`src/hw/rtl/srect_pkg.sv`:
```
// Shared widths, types and index constants for the segment/rectangle intersect block.
// Depends on nothing; every RTL module takes names from here by scope.
`default_nettype none

package srect_pkg;

  localparam int unsigned COORD_BITS    = 16;
  localparam int unsigned DIFF_BITS     = COORD_BITS + 1;
  localparam int unsigned PROD_BITS     = 2 * DIFF_BITS;
  localparam int unsigned CROSS_BITS    = PROD_BITS + 1;
  localparam int unsigned NUM_FIELDS    = 8;
  localparam int unsigned IN_DATA_BITS  = ((NUM_FIELDS * COORD_BITS + 7) / 8) * 8;
  localparam int unsigned OUT_DATA_BITS = 8;

  // Slot of each input field in tdata, lowest first.
  localparam int unsigned F_SX = 0;
  localparam int unsigned F_SY = 1;
  localparam int unsigned F_EX = 2;
  localparam int unsigned F_EY = 3;
  localparam int unsigned F_AX = 4;
  localparam int unsigned F_AY = 5;
  localparam int unsigned F_BX = 6;
  localparam int unsigned F_BY = 7;

  // Corners in edge order; edge k runs from corner k to corner k+1.
  localparam int unsigned CRN_TL = 0;
  localparam int unsigned CRN_TR = 1;
  localparam int unsigned CRN_BR = 2;
  localparam int unsigned CRN_BL = 3;
  localparam int unsigned EDG_TOP = 0;
  localparam int unsigned EDG_RGT = 1;
  localparam int unsigned EDG_BOT = 2;
  localparam int unsigned EDG_LFT = 3;

  typedef logic signed [COORD_BITS-1:0] coord_t;
  typedef logic signed [DIFF_BITS-1:0]  diff_t;
  typedef logic signed [PROD_BITS-1:0]  prod_t;
  typedef logic signed [CROSS_BITS-1:0] cross_t;

  typedef struct packed {
    coord_t s_x;
    coord_t s_y;
    coord_t e_x;
    coord_t e_y;
    coord_t lft;
    coord_t rgt;
    coord_t top;
    coord_t bot;
    diff_t  dx;      // end minus start, x
    diff_t  dy;      // end minus start, y
    diff_t  d_top;   // top minus start y
    diff_t  d_bot;   // bottom minus start y
    diff_t  d_lft;   // left minus start x
    diff_t  d_rgt;   // right minus start x
  } prep_t;

  typedef struct packed {
    logic       end_hit;   // endpoint on an edge, or both endpoints inside
    logic [3:0] straddle;  // endpoints strictly on both sides of each edge line
    logic [3:0] bbox;      // corner within the segment's bounding box
  } flags_t;

  typedef struct packed {
    prod_t  m_xt;   // dx * d_top
    prod_t  m_xb;   // dx * d_bot
    prod_t  m_yl;   // dy * d_lft
    prod_t  m_yr;   // dy * d_rgt
    flags_t flags;
  } prod_stage_t;

endpackage

`default_nettype wire

```
`src/hw/rtl/srect_prep.sv`:
```
// First stage: unpack the request, order the rectangle corners, form differences.
// Depends on srect_pkg.
`default_nettype none

module srect_prep (
  input  logic                                 clk,
  input  logic                                 rst,
  input  logic                                 in_valid,
  output logic                                 in_ready,
  input  logic [srect_pkg::IN_DATA_BITS-1:0]   in_data,
  output logic                                 out_valid,
  input  logic                                 out_ready,
  output srect_pkg::prep_t                     out_prep
);

  srect_pkg::coord_t sx, sy, ex, ey, ax, ay, bx, by;
  srect_pkg::prep_t  prep_next;

  assign sx = in_data[srect_pkg::F_SX*srect_pkg::COORD_BITS +: srect_pkg::COORD_BITS];
  assign sy = in_data[srect_pkg::F_SY*srect_pkg::COORD_BITS +: srect_pkg::COORD_BITS];
  assign ex = in_data[srect_pkg::F_EX*srect_pkg::COORD_BITS +: srect_pkg::COORD_BITS];
  assign ey = in_data[srect_pkg::F_EY*srect_pkg::COORD_BITS +: srect_pkg::COORD_BITS];
  assign ax = in_data[srect_pkg::F_AX*srect_pkg::COORD_BITS +: srect_pkg::COORD_BITS];
  assign ay = in_data[srect_pkg::F_AY*srect_pkg::COORD_BITS +: srect_pkg::COORD_BITS];
  assign bx = in_data[srect_pkg::F_BX*srect_pkg::COORD_BITS +: srect_pkg::COORD_BITS];
  assign by = in_data[srect_pkg::F_BY*srect_pkg::COORD_BITS +: srect_pkg::COORD_BITS];

  always_comb begin
    prep_next.s_x   = sx;
    prep_next.s_y   = sy;
    prep_next.e_x   = ex;
    prep_next.e_y   = ey;
    prep_next.lft   = (ax < bx) ? ax : bx;
    prep_next.rgt   = (ax < bx) ? bx : ax;
    prep_next.top   = (ay > by) ? ay : by;
    prep_next.bot   = (ay > by) ? by : ay;
    prep_next.dx    = srect_pkg::diff_t'(ex) - srect_pkg::diff_t'(sx);
    prep_next.dy    = srect_pkg::diff_t'(ey) - srect_pkg::diff_t'(sy);
    prep_next.d_top = srect_pkg::diff_t'(prep_next.top) - srect_pkg::diff_t'(sy);
    prep_next.d_bot = srect_pkg::diff_t'(prep_next.bot) - srect_pkg::diff_t'(sy);
    prep_next.d_lft = srect_pkg::diff_t'(prep_next.lft) - srect_pkg::diff_t'(sx);
    prep_next.d_rgt = srect_pkg::diff_t'(prep_next.rgt) - srect_pkg::diff_t'(sx);
  end

  assign in_ready = !out_valid || out_ready;

  always_ff @(posedge clk) begin
    if (rst) begin
      out_valid <= 1'b0;
    end else if (in_ready) begin
      out_valid <= in_valid;
    end
  end

  always_ff @(posedge clk) begin
    if (in_ready && in_valid) begin
      out_prep <= prep_next;
    end
  end

endmodule

`default_nettype wire

```
`src/hw/rtl/srect_prod.sv`:
```
// Second stage: the four cross-product terms and all compare-only tests.
// Depends on srect_pkg.
`default_nettype none

module srect_prod (
  input  logic                      clk,
  input  logic                      rst,
  input  logic                      in_valid,
  output logic                      in_ready,
  input  srect_pkg::prep_t          in_prep,
  output logic                      out_valid,
  input  logic                      out_ready,
  output srect_pkg::prod_stage_t    out_prod
);

  srect_pkg::prod_stage_t prod_next;
  logic s_on, e_on, s_in, e_in;
  logic xl_in, xr_in, yt_in, yb_in;

  always_comb begin
    // Point on an axis-aligned edge reduces to one equality and a range check.
    s_on = ((in_prep.lft <= in_prep.s_x) && (in_prep.s_x <= in_prep.rgt) &&
            ((in_prep.s_y == in_prep.top) || (in_prep.s_y == in_prep.bot))) ||
           ((in_prep.bot <= in_prep.s_y) && (in_prep.s_y <= in_prep.top) &&
            ((in_prep.s_x == in_prep.lft) || (in_prep.s_x == in_prep.rgt)));
    e_on = ((in_prep.lft <= in_prep.e_x) && (in_prep.e_x <= in_prep.rgt) &&
            ((in_prep.e_y == in_prep.top) || (in_prep.e_y == in_prep.bot))) ||
           ((in_prep.bot <= in_prep.e_y) && (in_prep.e_y <= in_prep.top) &&
            ((in_prep.e_x == in_prep.lft) || (in_prep.e_x == in_prep.rgt)));
    s_in = (in_prep.lft < in_prep.s_x) && (in_prep.s_x < in_prep.rgt) &&
           (in_prep.bot < in_prep.s_y) && (in_prep.s_y < in_prep.top);
    e_in = (in_prep.lft < in_prep.e_x) && (in_prep.e_x < in_prep.rgt) &&
           (in_prep.bot < in_prep.e_y) && (in_prep.e_y < in_prep.top);

    // Corner coordinates within the segment's x and y spans.
    xl_in = ((in_prep.s_x <= in_prep.lft) && (in_prep.lft <= in_prep.e_x)) ||
            ((in_prep.e_x <= in_prep.lft) && (in_prep.lft <= in_prep.s_x));
    xr_in = ((in_prep.s_x <= in_prep.rgt) && (in_prep.rgt <= in_prep.e_x)) ||
            ((in_prep.e_x <= in_prep.rgt) && (in_prep.rgt <= in_prep.s_x));
    yt_in = ((in_prep.s_y <= in_prep.top) && (in_prep.top <= in_prep.e_y)) ||
            ((in_prep.e_y <= in_prep.top) && (in_prep.top <= in_prep.s_y));
    yb_in = ((in_prep.s_y <= in_prep.bot) && (in_prep.bot <= in_prep.e_y)) ||
            ((in_prep.e_y <= in_prep.bot) && (in_prep.bot <= in_prep.s_y));

    prod_next.flags.end_hit = s_on || e_on || (s_in && e_in);

    prod_next.flags.bbox[srect_pkg::CRN_TL] = xl_in && yt_in;
    prod_next.flags.bbox[srect_pkg::CRN_TR] = xr_in && yt_in;
    prod_next.flags.bbox[srect_pkg::CRN_BR] = xr_in && yb_in;
    prod_next.flags.bbox[srect_pkg::CRN_BL] = xl_in && yb_in;

    prod_next.flags.straddle[srect_pkg::EDG_TOP] =
      ((in_prep.s_y < in_prep.top) && (in_prep.top < in_prep.e_y)) ||
      ((in_prep.e_y < in_prep.top) && (in_prep.top < in_prep.s_y));
    prod_next.flags.straddle[srect_pkg::EDG_BOT] =
      ((in_prep.s_y < in_prep.bot) && (in_prep.bot < in_prep.e_y)) ||
      ((in_prep.e_y < in_prep.bot) && (in_prep.bot < in_prep.s_y));
    prod_next.flags.straddle[srect_pkg::EDG_RGT] =
      ((in_prep.s_x < in_prep.rgt) && (in_prep.rgt < in_prep.e_x)) ||
      ((in_prep.e_x < in_prep.rgt) && (in_prep.rgt < in_prep.s_x));
    prod_next.flags.straddle[srect_pkg::EDG_LFT] =
      ((in_prep.s_x < in_prep.lft) && (in_prep.lft < in_prep.e_x)) ||
      ((in_prep.e_x < in_prep.lft) && (in_prep.lft < in_prep.s_x));

    prod_next.m_xt = srect_pkg::prod_t'(in_prep.dx) * srect_pkg::prod_t'(in_prep.d_top);
    prod_next.m_xb = srect_pkg::prod_t'(in_prep.dx) * srect_pkg::prod_t'(in_prep.d_bot);
    prod_next.m_yl = srect_pkg::prod_t'(in_prep.dy) * srect_pkg::prod_t'(in_prep.d_lft);
    prod_next.m_yr = srect_pkg::prod_t'(in_prep.dy) * srect_pkg::prod_t'(in_prep.d_rgt);
  end

  assign in_ready = !out_valid || out_ready;

  always_ff @(posedge clk) begin
    if (rst) begin
      out_valid <= 1'b0;
    end else if (in_ready) begin
      out_valid <= in_valid;
    end
  end

  always_ff @(posedge clk) begin
    if (in_ready && in_valid) begin
      out_prod <= prod_next;
    end
  end

endmodule

`default_nettype wire

```
`src/hw/rtl/srect_decide.sv`:
```
// Third and fourth stages: corner cross signs, then the final hit decision.
// Depends on srect_pkg; the last register here drives the output stream.
`default_nettype none

module srect_decide (
  input  logic                      clk,
  input  logic                      rst,
  input  logic                      in_valid,
  output logic                      in_ready,
  input  srect_pkg::prod_stage_t    in_prod,
  output logic                      out_valid,
  input  logic                      out_ready,
  output logic                      hit
);

  srect_pkg::cross_t cr [4];
  logic [3:0]        pos_next, neg_next;

  // Sign stage registers
  logic              sgn_valid;
  logic              sgn_ready;
  logic [3:0]        pos, neg;
  srect_pkg::flags_t flags;

  logic [3:0] corner_hit;
  logic [3:0] edge_cross;
  logic       hit_next;

  // Cross of the segment direction with each corner relative to the start point.
  always_comb begin
    cr[srect_pkg::CRN_TL] = srect_pkg::cross_t'(in_prod.m_xt) -
                            srect_pkg::cross_t'(in_prod.m_yl);
    cr[srect_pkg::CRN_TR] = srect_pkg::cross_t'(in_prod.m_xt) -
                            srect_pkg::cross_t'(in_prod.m_yr);
    cr[srect_pkg::CRN_BR] = srect_pkg::cross_t'(in_prod.m_xb) -
                            srect_pkg::cross_t'(in_prod.m_yr);
    cr[srect_pkg::CRN_BL] = srect_pkg::cross_t'(in_prod.m_xb) -
                            srect_pkg::cross_t'(in_prod.m_yl);
    for (int i = 0; i < 4; i++) begin
      neg_next[i] = cr[i][srect_pkg::CROSS_BITS-1];
      pos_next[i] = !cr[i][srect_pkg::CROSS_BITS-1] && (cr[i] != '0);
    end
  end

  assign in_ready  = !sgn_valid || sgn_ready;
  assign sgn_ready = !out_valid || out_ready;

  always_ff @(posedge clk) begin
    if (rst) begin
      sgn_valid <= 1'b0;
    end else if (in_ready) begin
      sgn_valid <= in_valid;
    end
  end

  always_ff @(posedge clk) begin
    if (in_ready && in_valid) begin
      pos   <= pos_next;
      neg   <= neg_next;
      flags <= in_prod.flags;
    end
  end

  // Edge k joins corner k and corner k+1; a proper crossing needs opposite strict signs.
  always_comb begin
    for (int i = 0; i < 4; i++) begin
      corner_hit[i] = !pos[i] && !neg[i] && flags.bbox[i];
      edge_cross[i] = flags.straddle[i] &&
                      ((pos[i] && neg[(i + 1) % 4]) || (neg[i] && pos[(i + 1) % 4]));
    end
    hit_next = flags.end_hit || (|corner_hit) || (|edge_cross);
  end

  always_ff @(posedge clk) begin
    if (rst) begin
      out_valid <= 1'b0;
    end else if (sgn_ready) begin
      out_valid <= sgn_valid;
    end
  end

  always_ff @(posedge clk) begin
    if (sgn_ready && sgn_valid) begin
      hit <= hit_next;
    end
  end

endmodule

`default_nettype wire

```
`src/hw/rtl/segment_rectangle_intersect_top.sv`:
```
// Segment vs axis-aligned rectangle: four register stages, one request per cycle if unstalled.
// An accepted request passes the prep, product, sign and hit registers before output valid.
// Throughput: one request per cycle; a stalled output backs up stage by stage, losing nothing.
// Stage split: corner ordering, 17x17 multiplies, cross signs, hit decision.
// Reset (synchronous, active high) clears the stage valid bits; payload is not reset.
// Depends on srect_pkg, srect_prep, srect_prod and srect_decide.
`default_nettype none

module segment_rectangle_intersect_top (
  input  logic                                clk,
  input  logic                                rst,
  input  logic                                s_tvalid,
  output logic                                s_tready,
  // seg_start_x, seg_start_y, seg_end_x, seg_end_y,
  // corner_a_x, corner_a_y, corner_b_x, corner_b_y (16 bits each)
  input  logic [srect_pkg::IN_DATA_BITS-1:0]  s_tdata,
  output logic                                m_tvalid,
  input  logic                                m_tready,
  // hit (bit 0), zero padding above
  output logic [srect_pkg::OUT_DATA_BITS-1:0] m_tdata
);

  logic                   prep_valid, prep_ready;
  srect_pkg::prep_t       prep;
  logic                   prod_valid, prod_ready;
  srect_pkg::prod_stage_t prod;
  logic                   hit;

  srect_prep u_prep (
    .clk       (clk),
    .rst       (rst),
    .in_valid  (s_tvalid),
    .in_ready  (s_tready),
    .in_data   (s_tdata),
    .out_valid (prep_valid),
    .out_ready (prep_ready),
    .out_prep  (prep)
  );

  srect_prod u_prod (
    .clk       (clk),
    .rst       (rst),
    .in_valid  (prep_valid),
    .in_ready  (prep_ready),
    .in_prep   (prep),
    .out_valid (prod_valid),
    .out_ready (prod_ready),
    .out_prod  (prod)
  );

  srect_decide u_decide (
    .clk       (clk),
    .rst       (rst),
    .in_valid  (prod_valid),
    .in_ready  (prod_ready),
    .in_prod   (prod),
    .out_valid (m_tvalid),
    .out_ready (m_tready),
    .hit       (hit)
  );

  assign m_tdata = (srect_pkg::OUT_DATA_BITS)'(hit);

endmodule

`default_nettype wire

```
`config.mk`:
```
export PLATFORM = sky130hd
export DESIGN_NAME = segment_rectangle_intersect_top
export DESIGN_NICKNAME = d
export VERILOG_FILES = /design/src/hw/rtl/srect_pkg.sv /design/src/hw/rtl/srect_prep.sv /design/src/hw/rtl/srect_prod.sv /design/src/hw/rtl/srect_decide.sv /design/src/hw/rtl/segment_rectangle_intersect_top.sv
export SDC_FILE = /design/constraint.sdc
export NUM_CORES = 2
export LEC_CHECK = 0
export ABC_AREA = 0
export BUFFER_PORTS_ARGS = -buffer_cell sky130_fd_sc_hd__buf_2
export CORE_ASPECT_RATIO = 1.5
export CORE_MARGIN = 2
export CORE_UTILIZATION = 50
export CTS_CLUSTER_SIZE = 16
export DETAILED_ROUTE_END_ITERATION = 8
export PLACE_DENSITY = 0.67
export RECOVER_POWER = 100
export SLEW_MARGIN = 20
export SYNTH_ARGS = -nofsm -noshare
export SYNTH_HDL_FRONTEND = slang
export SYNTH_SLANG_ARGS = --single-unit
export TNS_END_PERCENT = 100
```
`constraint.sdc`:
```
create_clock -name clk -period 19.18 [get_ports clk]
set_clock_uncertainty 0.1 [all_clocks]
set_input_delay 3.836 -clock clk [delete_from_list [all_inputs] [get_ports clk]]
set_output_delay 3.836 -clock clk [all_outputs]
set_load 0.005 [all_outputs]
```
==> impl_metrics.py <==
metrics = {
    "drt": {
        "ant_nets": 0,
        "drt_iter0_drc": 3237,
        "vias_per_cell": 5.60,
        "remaining_drc_errors": 0,
        "drtPass1Iterations": 6,
        "wirelength_microns": 203000,
        "routedWlPerCell_microns": 21.4,
        "num_vias": 53100,
    },
    "clocking": {
        "cts_buffers": 45,
        "clk_pin_slew_ns": 0.06,
        "cts_num_sinks": 397,
        "h-tree-depth": 2,
        "cts_hold_buf": 0,
        "cts_setup_buffers": 0,
        "max-clock-path-buffers": 3,
        "clock_latency_ns": 0.67,
        "cts_resized": 0,
        "cts_tree": "built",
        "cts-root-buf": "clkbuf_16",
    },
    "timing": {
        "finalHoldViolCount": 0,
        "fin_crit_ns": 11.34,
        "slew_headroom_pct": -484,
        "rsz0062_at_grt": "false",
        "setup_viol": 0,
        "period_share_pct": 59.1,
        "drv_slew": 506,
        "tightestPinTransition_ns": 8.75,
        "hold_ws_ns": 0.327,
        "max_freq_ghz": 0.0881,
        "final.setup.tns_ns": 0,
    },
    "worst_setup_path": {
        "crit_required_ns": 19.05,
        "worstPathMaxFanout": 140,
        "worst_ep_arrival_time_ns": 11.22,
        "worst_r2r_path_depth": 4,
        "crit_path_start_kind": "input pin",
        "critPathCaptureType": "flop",
        "crit_type": "input pin to flop",
    },
    "die": {
        "initial_core_util_pct": 50.2,
        "ioPinCount": 142,
        "fp.coreArea_sq_mm": 0.143,
        "dieHeight_microns": 468,
        "dieArea_sq_mm": 0.146,
        "rows": 170,
        "die_x_microns": 313,
    },
    "yosys": {
        "synth-seq-cells": 397,
        "ys_warn_count": 0,
        "synthCells": 7552,
        "postSynth.asyncResetShare_pct": 0,
        "syn-cell-area_sq_mm": 0.0717,
        "yosys-top-cells-count": "inv_1 (1576), fa_1 (1194), ha_1 (731), nand2_1 (729), and2_1 (587)",
        "synth_area_per_cell_sq_um": 9.49,
        "synth_top_area_share_pct": 33.4,
        "synth-main-ff-cell": "edfxtp_1",
        "synth_edf_count": 393,
        "synth_top_area_cell": "fa_1",
        "synth_most_common_cell": "inv_1",
        "ys_seq_area_share_pct": 16.6,
        "synth_cell_types": 80,
        "synth_area_leaders": "fa_1 (33%), edfxtp_1 (16%), ha_1 (13%), inv_1 (8.3%), and2_1 (5.1%)",
    },
    "placement": {
        "io_buffers": 134,
        "routabilityCongestion": 0.946,
        "dpl_cell_area_sq_mm": 0.0742,
        "place_inst": 9405,
        "dp_hpwl_microns": 166000,
    },
    "final_layout": {
        "drive_gt1_share_pct": 2.88,
        "finalInstanceArea_sq_mm": 0.0757,
        "area_delta_synth_final_pct": 5.63,
        "finalNetCount": 9617,
        "fin_cells": 9490,
    },
    "run": {
        "cap_violations": 8,
    },
    "run_status": {
        "status": "finished, violations left",
        "violations": "capacitance limit, slew limit",
    },
    "hold_path": {
        "hold_depth": 0,
        "hp-class": "flop to flop",
    },
    "grt": {
        "overflow": 0,
        "grt_use_total_pct": 28.5,
        "grt_pass1_wl_microns": 318000,
        "grt_max_degree": 141,
        "first_global_vias": 57000,
        "antenna_found_initial": 7,
    },
}
## sequential cells by signal, indices dropped and copies added, names as in the netlist
| signal | flops |
|---|---|
| u_prep.out_prep | 230 |
| u_prod.out_prod | 145 |
| u_decide.flags | 9 |
| u_decide.neg | 4 |
| u_decide.pos | 4 |
| u_decide.hit | 1 |
| u_decide.out_valid | 1 |
| u_decide.sgn_valid | 1 |
| u_prep.out_valid | 1 |
| u_prod.out_valid | 1 |
## routing by layer
metal  track usage, %  vias to the layer above  wire (microns)
met5                0                        -              70
met4             19.1                       10           16900
met3             3.03                      549            9030
met2             52.1                     1585          105000
met1             31.2                    26900           72600
li1                 -                    24100               -
## worst max-delay path, stage by stage
cell      delay, ns
clkbuf_1       0.11
nor2b_1        0.10
and3_1         0.26
nor2b_1        0.64
clkbuf_1       6.08
## final cells by class
class / instances / area (sq um)
inverter: 1576 / 5920
clock buffer: 52 / 1160
antenna: 2 / 5.00
fill: 13000 / 67000
tap: 1892 / 2370
timing repair buffer: 181 / 917
sequential: 397 / 11900
clock inverter: 31 / 429
multi-input combinational: 5359 / 53000
## placed cells by master (no fill, tap or decap), types with 45 or more instances in the layout
| cell | Yosys | routed |
|---|---|---|
| o21ai_0 | 221 | 223 |
| and2_1 | 587 | 562 |
| nor3_1 | 100 | 100 |
| nor2b_1 | 90 | 90 |
| edfxtp_1 | 393 | 393 |
| nand2_1 | 729 | 729 |
| a21oi_1 | 259 | 258 |
| nand3_1 | 55 | 55 |
| clkbuf_1 | 214 | 77 |
| buf_2 | 0 | 70 |
| nor2_1 | 295 | 295 |
| a21o_1 | 106 | 106 |
| inv_1 | 1576 | 1576 |
| ha_1 | 731 | 731 |
| clkbuf_16 | 0 | 45 |
| nand2b_1 | 71 | 71 |
| o21a_1 | 72 | 72 |
| fa_1 | 1194 | 1194 |
| nand4_1 | 61 | 61 |
| xor2_1 | 58 | 58 |
| xnor2_1 | 195 | 195 |
## per-stage QoR
stage	setup WS [ns]	utilization, %
global route	7.37	53.0
CTS	10.12	53.1
global placement	9.54	52.0
floorplan	3.00	-
finish	7.84	53.0
detailed placement	9.46	52.0
## worst paths after layout
check	slack (ns)	to	startpoint
max	7.84	u_prod.out_prod[128]	m_tready
min	0.33	u_decide.flags[0]	u_prod.out_prod[0]
min reg2reg	0.33	u_decide.flags[0]	u_prod.out_prod[0]
max reg2reg	10.72	u_prod.out_prod[128]	u_decide.out_valid
## kinds of logic (layout without fill, tap and decap cells)
| logic type | Yosys count | in the layout | synth area share (%) |
|---|---|---|---|
| XOR/XNOR | 253 | 253 | 3.09 |
| AO/OA/AOI/OAI | 975 | 975 | 8.77 |
| adder cells (fa/ha/maj) | 1925 | 1925 | 46.1 |
| flip-flops | 397 | 397 | 16.6 |
| multiplexers | 82 | 82 | 1.23 |
| other | 1 | 9 | 0.00523 |
| AND/OR/NAND/NOR | 2117 | 2117 | 14.7 |
| buffers and inverters | 1802 | 1840 | 9.48 |
Power is not shown: default switching activity piles up to over one toggle a cycle in this logic, so the estimate is an artifact.
